===== src/rtl/mandelbrot_escape_pixel_assert.svh =====
// Assertion macros shared by the escape pixel RTL.
// Expects clk_i and rst_ni in the scope of each use.
`ifndef MANDELBROT_ESCAPE_PIXEL_ASSERT_SVH
`define MANDELBROT_ESCAPE_PIXEL_ASSERT_SVH

// Same-cycle implication, checked out of reset.
`define MBE_ASSERT_IMPL(label, ante, cons, msg) \
  label: assert property (@(posedge clk_i) disable iff (!rst_ni) (ante) |-> (cons)) \
    else $error(msg);

// Next-cycle implication, checked out of reset.
`define MBE_ASSERT_NEXT(label, ante, cons, msg) \
  label: assert property (@(posedge clk_i) disable iff (!rst_ni) (ante) |=> (cons)) \
    else $error(msg);

`endif


===== src/rtl/mbe_pkg.sv =====
// Package of the Mandelbrot escape pixel block: widths, beat types,
// register indexes and the divider and saturation helpers.
// Has no dependencies.
package mbe_pkg;

  localparam int COORD_BITS = 12;
  localparam int FRAC_BITS  = 28;
  localparam int COUNT_BITS = 16;

  localparam int PIX_W      = 12;
  localparam int DIM_W      = 13;
  localparam int ITER_W     = 16;
  localparam int CFG_IDX_W  = 2;
  localparam int CFG_DATA_W = 16;
  localparam int Q_W        = 32;
  localparam int QUO_BITS   = COORD_BITS + FRAC_BITS + 1;
  localparam int DIV_STEPS  = QUO_BITS;
  localparam int ACC_W      = 2 * Q_W - FRAC_BITS + 3;
  localparam int MAP_W      = ((QUO_BITS > Q_W) ? QUO_BITS : Q_W) + 2;

  typedef logic [COORD_BITS-1:0]   coord_t;
  typedef logic [DIM_W-1:0]        dim_t;
  typedef logic [COUNT_BITS-1:0]   count_t;
  typedef logic [QUO_BITS-1:0]     quo_t;
  typedef logic signed [Q_W-1:0]   q_t;
  typedef logic signed [ACC_W-1:0] acc_t;
  typedef logic signed [MAP_W-1:0] map_t;

  typedef enum logic [CFG_IDX_W-1:0] {
    CFG_IMAGE_ROWS     = 2'd0,
    CFG_IMAGE_COLUMNS  = 2'd1,
    CFG_MAX_ITERATIONS = 2'd2
  } cfg_index_e;

  typedef struct packed {
    logic [PIX_W-1:0] pixel_row;
    logic [PIX_W-1:0] pixel_column;
  } pixel_in_t;

  typedef struct packed {
    logic              pixel_inside;
    logic [ITER_W-1:0] iteration_count;
  } pixel_out_t;

  typedef struct packed {
    dim_t rem;
    quo_t nq;
  } div_lane_t;

  typedef struct packed {
    div_lane_t re;
    div_lane_t im;
  } div_pair_t;

  typedef struct packed {
    q_t cx;
    q_t cy;
  } coord_pair_t;

  localparam q_t   Q_MAX    = q_t'({1'b0, {(Q_W-1){1'b1}}});
  localparam q_t   Q_MIN    = q_t'({1'b1, {(Q_W-1){1'b0}}});
  localparam acc_t ACC_QMAX = acc_t'(Q_MAX);
  localparam acc_t ACC_QMIN = acc_t'(Q_MIN);
  localparam map_t MAP_QMAX = map_t'(Q_MAX);
  localparam acc_t FOUR     = acc_t'(1) <<< (FRAC_BITS + 2);
  localparam quo_t OFF_RE   = quo_t'(3) << (FRAC_BITS - 1);
  localparam quo_t OFF_IM   = quo_t'(1) << FRAC_BITS;

  // One restoring division step; quotient bits replace the numerator bits.
  function automatic div_lane_t div_step(div_lane_t l, dim_t d);
    logic [DIM_W:0] t;
    div_lane_t      r;
    t    = {l.rem, l.nq[QUO_BITS-1]};
    r.nq = {l.nq[QUO_BITS-2:0], 1'b0};
    if (t >= {1'b0, d}) begin
      r.rem   = DIM_W'(t - {1'b0, d});
      r.nq[0] = 1'b1;
    end else begin
      r.rem = t[DIM_W-1:0];
    end
    return r;
  endfunction

  function automatic q_t map_coord(quo_t q, quo_t off);
    map_t diff;
    diff = map_t'(q) - map_t'(off);
    if (diff > MAP_QMAX) begin
      return Q_MAX;
    end
    return q_t'(diff);
  endfunction

  function automatic q_t sat_q(acc_t v);
    if (v > ACC_QMAX) begin
      return Q_MAX;
    end
    if (v < ACC_QMIN) begin
      return Q_MIN;
    end
    return q_t'(v);
  endfunction

endpackage


===== src/rtl/mbe_div_cell.sv =====
// One cell of the coordinate divider chain: a restoring step for both lanes.
// Depends on mbe_pkg.
module mbe_div_cell (
  input  logic              clk_i,
  input  logic              rst_ni,
  input  logic              valid_i,
  input  mbe_pkg::div_pair_t data_i,
  input  mbe_pkg::dim_t     div_re_i,
  input  mbe_pkg::dim_t     div_im_i,
  output logic              valid_o,
  output mbe_pkg::div_pair_t data_o
);

  logic               valid_q;
  mbe_pkg::div_pair_t data_q;
  mbe_pkg::div_pair_t data_d;

  always_comb begin
    data_d.re = mbe_pkg::div_step(data_i.re, div_re_i);
    data_d.im = mbe_pkg::div_step(data_i.im, div_im_i);
  end

  always_ff @(posedge clk_i or negedge rst_ni) begin
    if (!rst_ni) begin
      valid_q <= 1'b0;
    end else begin
      valid_q <= valid_i;
    end
  end

  always_ff @(posedge clk_i) begin
    data_q <= data_d;
  end

  assign valid_o = valid_q;
  assign data_o  = data_q;

endmodule


===== src/rtl/mbe_div_chain.sv =====
// Divider chain that maps a pixel index pair to the point c, plus its hold
// register. Depends on mbe_pkg, mbe_div_cell and the assertion header.
`include "mandelbrot_escape_pixel_assert.svh"

module mbe_div_chain (
  input  logic                 clk_i,
  input  logic                 rst_ni,
  input  logic                 in_valid_i,
  output logic                 in_ready_o,
  input  mbe_pkg::coord_t      row_i,
  input  mbe_pkg::coord_t      col_i,
  input  mbe_pkg::dim_t        rows_i,
  input  mbe_pkg::dim_t        cols_i,
  output logic                 coord_valid_o,
  input  logic                 coord_ready_i,
  output mbe_pkg::coord_pair_t coord_o
);

  logic [mbe_pkg::DIV_STEPS:0] valid_w;
  mbe_pkg::div_pair_t          data_w [mbe_pkg::DIV_STEPS+1];
  mbe_pkg::dim_t               div_re;
  mbe_pkg::dim_t               div_im;
  logic                        busy_q, busy_d;
  logic                        hold_valid_q, hold_valid_d;
  mbe_pkg::coord_pair_t        hold_q;
  logic                        accept;
  logic                        taken;

  assign div_re = (cols_i == '0) ? mbe_pkg::dim_t'(1) : cols_i;
  assign div_im = (rows_i == '0) ? mbe_pkg::dim_t'(1) : rows_i;

  assign in_ready_o = !busy_q;
  assign accept     = in_valid_i && in_ready_o;
  assign taken      = hold_valid_q && coord_ready_i;

  assign valid_w[0]       = accept;
  assign data_w[0].re.rem = '0;
  assign data_w[0].re.nq  = mbe_pkg::quo_t'(col_i) << (mbe_pkg::FRAC_BITS + 1);
  assign data_w[0].im.rem = '0;
  assign data_w[0].im.nq  = mbe_pkg::quo_t'(row_i) << (mbe_pkg::FRAC_BITS + 1);

  for (genvar g = 0; g < mbe_pkg::DIV_STEPS; g++) begin : g_cell
    mbe_div_cell u_cell (
      .clk_i    (clk_i),
      .rst_ni   (rst_ni),
      .valid_i  (valid_w[g]),
      .data_i   (data_w[g]),
      .div_re_i (div_re),
      .div_im_i (div_im),
      .valid_o  (valid_w[g+1]),
      .data_o   (data_w[g+1])
    );
  end

  always_comb begin
    busy_d       = busy_q;
    hold_valid_d = hold_valid_q;
    if (accept) begin
      busy_d = 1'b1;
    end
    if (valid_w[mbe_pkg::DIV_STEPS]) begin
      hold_valid_d = 1'b1;
    end
    if (taken) begin
      hold_valid_d = 1'b0;
      busy_d       = 1'b0;
    end
  end

  always_ff @(posedge clk_i or negedge rst_ni) begin
    if (!rst_ni) begin
      busy_q       <= 1'b0;
      hold_valid_q <= 1'b0;
    end else begin
      busy_q       <= busy_d;
      hold_valid_q <= hold_valid_d;
    end
  end

  always_ff @(posedge clk_i) begin
    if (valid_w[mbe_pkg::DIV_STEPS]) begin
      hold_q.cx <= mbe_pkg::map_coord(data_w[mbe_pkg::DIV_STEPS].re.nq, mbe_pkg::OFF_RE);
      hold_q.cy <= mbe_pkg::map_coord(data_w[mbe_pkg::DIV_STEPS].im.nq, mbe_pkg::OFF_IM);
    end
  end

  assign coord_valid_o = hold_valid_q;
  assign coord_o       = hold_q;

  `MBE_ASSERT_IMPL(a_hold_free, valid_w[mbe_pkg::DIV_STEPS], !hold_valid_q, "hold overrun")
  `MBE_ASSERT_IMPL(a_hold_busy, hold_valid_q, busy_q, "hold valid while chain idle")
  `MBE_ASSERT_NEXT(a_accept_empty, accept, busy_q && !hold_valid_q, "accept while occupied")

endmodule


===== config.mk =====
export PLATFORM = sky130hd
export DESIGN_NAME = mbe_div_chain
export DESIGN_NICKNAME = d
export VERILOG_FILES = /design/src/rtl/mbe_pkg.sv /design/src/rtl/mbe_div_cell.sv /design/src/rtl/mbe_div_chain.sv
export VERILOG_INCLUDE_DIRS = /design/src /design/src/rtl
export SDC_FILE = /design/constraint.sdc
export NUM_CORES = 2
export LEC_CHECK = 0
export BUFFER_PORTS_ARGS = -buffer_cell sky130_fd_sc_hd__buf_4
export CAP_MARGIN = 5
export CELL_PAD_IN_SITES_DETAIL_PLACEMENT = 2
export CELL_PAD_IN_SITES_GLOBAL_PLACEMENT = 2
export CORE_ASPECT_RATIO = 0.9
export CORE_MARGIN = 2
export CORE_UTILIZATION = 43
export DETAILED_ROUTE_END_ITERATION = 7
export GPL_TIMING_DRIVEN = 0
export PLACE_DENSITY = 0.9
export REMOVE_ABC_BUFFERS = 1
export SYNTH_ARGS = -nofsm -noshare
export SYNTH_HDL_FRONTEND = slang
export SYNTH_SLANG_ARGS = --single-unit

===== constraint.sdc =====
create_clock -name clk_i -period 3.7 [get_ports clk_i]
set_input_delay 0.74 -clock clk_i [delete_from_list [all_inputs] [get_ports clk_i]]
set_output_delay 0.74 -clock clk_i [all_outputs]
set_load 0.005 [all_outputs]

==> After elaboration in Yosys (flattened, before gate mapping) <==
Index checks and enable logic that the tools add are counted.
{ "classes": {"n_addsub": 82, "mux": 176, "n_lt_le_gt_ge": 84, "n_reduce_logical": 7} }
{ "op_table": {"columns": ["cell", "n"], "rows": [
  [">= comparator 14 x 13 -> 1 bit", 80],
  ["2-to-1 mux 13 bit", 80],
  ["subtractor 13 bit", 78],
  ["2-to-1 mux 32 bit", 4],
  ["2-to-1 mux 1 bit", 92],
  ["greater-than comparator 42 x 32 -> 1 bit (second input constant)", 2],
  ["subtractor 41 x 29 -> 42 bit (second input constant)", 2],
  [">= comparator 1 x 13 -> 1 bit", 2],
  ["zero test 13 bit", 2],
  ["subtractor 1 x 13 -> 13 bit", 2],
  ["nonzero test 2 bit", 2],
  ["logical AND 1 bit", 2],
  ["zero test 1 bit", 1]
]} }
{ "word_totals": {"in_bits": 54, "wordCells": 614, "regBits": 3001, "output_inout_bits": 66} }

==> Longest topological paths before layout <==
{ "depth": {"word_depth": 5, "depth_mapped": 16, "mapped_depth_nobuf": 13} }

==> By module <==
From an unflattened synthesis, not the netlist that was laid out.
{ "hier_totals": {"hier_cells": 14205, "hier_area_um2": 163197.8} }
{ "modules_own_cells": {"columns": ["mod", "seq_area_each_um2", "instances", "area_each_um2", "cells_each"], "rows": [
  ["mbe_div_cell at g_cell[17].u_cell ...", 2187.1, 26, 3961.3, 351],
  ["mbe_div_cell at g_cell[0].u_cell ...", 2187.1, 14, 3812.4, 323],
  ["mbe_div_cell at g_cell[40].u_cell", 2187.1, 1, 3841.2, 340],
  ["mbe_div_chain", 1971.9, 1, 2989.1, 217]
]} }

==> Worst setup path after synthesis <==
OpenSTA, ideal clock, no wires.
{ "synth_timing": {"path_type": "input port to flip-flop", "startpoint": "input cols_i[9]", "endpoint": "register g_cell[32].u_cell.data_q, in the netlist g_cell[32].u_cell.data_o[100]", "t_required_ns": 3.579, "setup_ns": 0.121, "n_path_buf": 4, "cell_stages": 15, "path_slack_ns": -2.613, "arrival_time_ns": 6.192, "path_cell_list": "nor4_2 a31o_4 inv_6 buf_6 buf_6 clkbuf_1 fa_1 a211o_1 nand3_1 a21oi_1 o41ai_2 o21ai_1 a2111oi_4 buf_2 mux2_2"} }
{ "synth_rtl": {"columns": ["item", "line_no", "text"], "rows": [
  ["start, declared", "mbe_div_chain.sv:13", "input mbe_pkg::dim_t cols_i,"],
  ["end signal, assigned", "mbe_div_cell.sv:32", "data_q <= data_d;"],
  ["end, declared", "mbe_div_cell.sv:15", "mbe_pkg::div_pair_t data_q;"]
]} }

==> reports/metrics.yaml <==
outcome:
  status: "finished, violations left"
  failed_checks: "capacitance limit, slew limit, setup timing"
yosys:
  synth_edf_count: 64
  synthAdderAreaFrac_pct: 12.4
  yosys.area_share.simple_pct: 9.52
  synthMuxAreaShare_pct: 6.82
  synth_area_leaders: "dfxtp_1 (49%), ha_1 (11%), mux2_2 (6.4%), xnor2_1 (3.7%), a21oi_1 (3.0%)"
  syn_inst: 10600
  synth_top_family_by_area: "compound AO/OA/AOI/OAI gates"
  synth_ff_type: "dfxtp_1"
  synth_area_um2: 118000
  synth-seq-cells: 3001
  netlist.area_leader.share_pct: 49.0
  synth_compound_area_share_pct: 13.0
  postSynth.asyncResetShare_pct: 1.43
  ys.warnings.count: 0
  avgSynthCellArea_um2: 11.1
  synth-xor-area-share_pct: 5.26
  yosys.area.top_type: "dfxtp_1"
  synthDistinctLibCells: 92
  ys_seq_area_share_pct: 51.6
placed_design:
  dpl.hpwl_mm: 270
  postPlaceCellArea_um2: 124000
  io_buffers: 119
  gp_congestion: 0.845
pwr:
  p_switching_mw: 81.5
  worst_ir_drop_vdd_mv: 0.533
  leakage_nw: 59.9
  clkPwrFrac_pct: 21.8
  p_sw_share_pct: 47.3
  power_density_nw_per_um2: 1210
  intPower_mw: 90.8
  pwr-share-seq_pct: 30.6
  comb_power_share_pct: 47.6
die:
  ios: 120
  dieWidth_um: 557
  row_count: 182
  start_util_pct: 43.2
  die_y_um: 501
  core_um2: 273000
  dieArea_um2: 279000
grt:
  first_global_vias: 116000
  antenna_found_initial: 97
  grt_pass1_wl_mm: 877
  overflow: 0
  track_usage_pct: 42.7
  grt_max_degree: 46
timing:
  worst_clock_skew_ps: 144
  setup_viol: 575
  setup_tns_ps: -93700
  setup_slack_ps: -1060
  fmax_mhz: 210
  max_slew_margin_pct: -40.5
  tightestPinTransition_ps: 2100
  rsz0062_at_grt: "true"
  timing.final.crit_share_pct: 129
  finalHoldViolCount: 0
  slew_viol_final: 9
  min_period_ps: 4760
cts:
  cts_sinks: 3001
  path_clk_slew_ps: 80
  insertion_delay_ps: 1040
  root_buffer: "clkbuf_16"
  numCtsBuffers: 320
  htreeDepth: 5
  cts_tree: "built"
  clockBufferDepth: 4
hold_path:
  hold_path.class: "input pin to flip-flop"
routing:
  initialDrtViolationCount: 15800
  vias_per_cell: 7.35
  drc: 0
  vias: 112000
  avgRoutedWirePerCell_um: 46.5
  postRouteAntennaNets: 0
  wl_mm: 710
  firstDrtPassIters: 8
setup_path:
  crit_fanout: 6
  worstPathRequired_ps: 4570
  endpoint_kind: "flip-flop"
  cp.arrival_ps: 5630
  critPathKind: "flip-flop to flip-flop"
  cp-start-kind: "flip-flop"
finish:
  final_cell_mix: "dfxtp_1 (2894), ha_1 (1031), mux2_2 (614), a21oi_1 (609), nor2_1 (519)"
  mostFrequentLayoutCell: "dfxtp_1"
  area_growth_pct: 20.2
  multi_input_area_um2: 58800
  fin_nets: 12500
  layout-drive-gt1-share_pct: 19.5
  regArea_um2: 60900
  fin_area_um2: 142000
  nFillCells: 26200
run:
  maxCapViolCount: 4
-- critical path, stage by stage, from the launching register on --
cell      delay [ps]
dfxtp_1          810
ha_1             470
nand4_1          590
nor3_1           150
a211oi_1        1680
a21oi_4          330
buf_6            270
mux2_4           320
-- power groups by stage --
stage	logic, mW	registers (mW)	clock network (mW)
4_1_cts	64.6	50.3	35.4
5_1_grt	81.0	52.4	38.1
2_1_floorplan	38.5	46.6	0
3_5_place_dp	54.4	49.8	0
6_report	82.1	52.7	37.5
3_3_place_gp	46.4	48.2	0
-- kinds of logic after synthesis --
logic type | after synthesis
buffers and inverters | 432
AND/OR/NAND/NOR | 2270
flip-flops | 3001
AO/OA/AOI/OAI | 2351
XOR/XNOR | 709
multiplexers | 722
adder cells (fa/ha/maj) | 1122
-- metrics by stage --
| stage | setup WS [ps] | utilization, % | instances | hold WS [ps] | power (mW) |
|---|---|---|---|---|---|
| after detailed placement | -3510 | 45.3 | 14200 | 313 | 104 |
| after CTS | -177 | 50.8 | 15000 | 89.6 | 150 |
| after floorplan | -2760 | - | 10400 | 310 | 85.2 |
| final | -1060 | 52.0 | 15300 | 75.1 | 172 |
| after global placement | -7530 | 44.9 | 14100 | 310 | 94.6 |
| after global routing | -887 | 51.9 | 15200 | 93.5 | 172 |
-- path summary, 6_finish.rpt --
kind                                                       from                                   end  slack, ps  cells past startpoint
max                         g_cell[9].u_cell.data_o[48]$_DFF_P_  g_cell[10].u_cell.data_o[46]$_DFF_P_      -1060                      7
min                                                  in_valid_i    g_cell[0].u_cell.valid_o$_DFF_PN0_         80                      2
max reg2reg                 g_cell[9].u_cell.data_o[48]$_DFF_P_  g_cell[10].u_cell.data_o[46]$_DFF_P_      -1060                      7
min reg2reg                g_cell[22].u_cell.data_o[75]$_DFF_P_  g_cell[23].u_cell.data_o[76]$_DFF_P_        220                      0
max in group asynchronous                                rst_ni   g_cell[40].u_cell.valid_o$_DFF_PN0_       2900                      2
min in group asynchronous                                rst_ni             coord_valid_o$_DFFE_PN0P_        340                      2
-- layout make-up --
class | count | area share, %
Antenna cell | 82 | 0.144
Clock buffer | 421 | 6.31
Clock inverter | 156 | 1.42
Inverter | 257 | 0.767
Multi-Input combinational cell | 7196 | 41.4
Sequential cell | 3001 | 42.9
Tap cell | 3588 | 3.16
Timing Repair Buffer | 566 | 3.90
Timing Repair inverter | 4 | 0.0299
-- timing repair --
action	CTS	global route
gates cloned	19	17
setup buffers	187	185
hold buffers	24	0
resized for setup	325	316
endpoints found under the hold margin	67	0
setup endpoints to repair	1062	929
pin swaps	99	156
-- per-layer routing --
metal,track usage [%],routed length [um],vias up,part of all wire [%]
met1,43.7,227000,54500,32
li1,-,-,39900,-
met4,40.3,93100,52,13
met5,0.0173,431,-,0.061
met2,69.9,308000,11800,43
met3,12.2,82000,6154,12
-- state kept, by name, indices dropped and copies added (netlist names) --
signal / cells
g_cell.u_cell.valid_o: 41
coord_valid_o: 1
busy_q: 1
g_cell.u_cell.data_o: 2894
coord_o: 64
-- Yosys cell counts, types with 16 or more instances --
cell / instances
nor2b_1: 83
o21bai_1: 51
a21oi_1: 698
o211ai_1: 48
xor2_1: 215
nand4_1: 110
nand2_1: 514
buf_2: 35
or3_1: 48
a31oi_1: 141
and2_1: 68
o221ai_1: 19
nor2_1: 533
a22oi_1: 26
a21boi_0: 16
o311ai_0: 39
a21o_1: 333
ha_1: 1044
nor3_1: 306
mux2i_1: 55
or2_2: 69
nand2b_1: 127
o41ai_1: 31
edfxtp_1: 64
inv_1: 256
o221a_2: 25
dfrtp_1: 43
xnor2_1: 494
nor4_1: 80
o21a_1: 132
fa_1: 78
o21ai_0: 440
a311oi_1: 32
o22ai_1: 36
a211o_1: 22
and3_1: 88
a2111oi_0: 34
mux2_2: 667
nand3_1: 146
a211oi_1: 56
o31ai_1: 26
clkbuf_1: 131
nand3b_1: 22
dfxtp_1: 2894
Note: power is estimated with default switching activity, not from simulation.
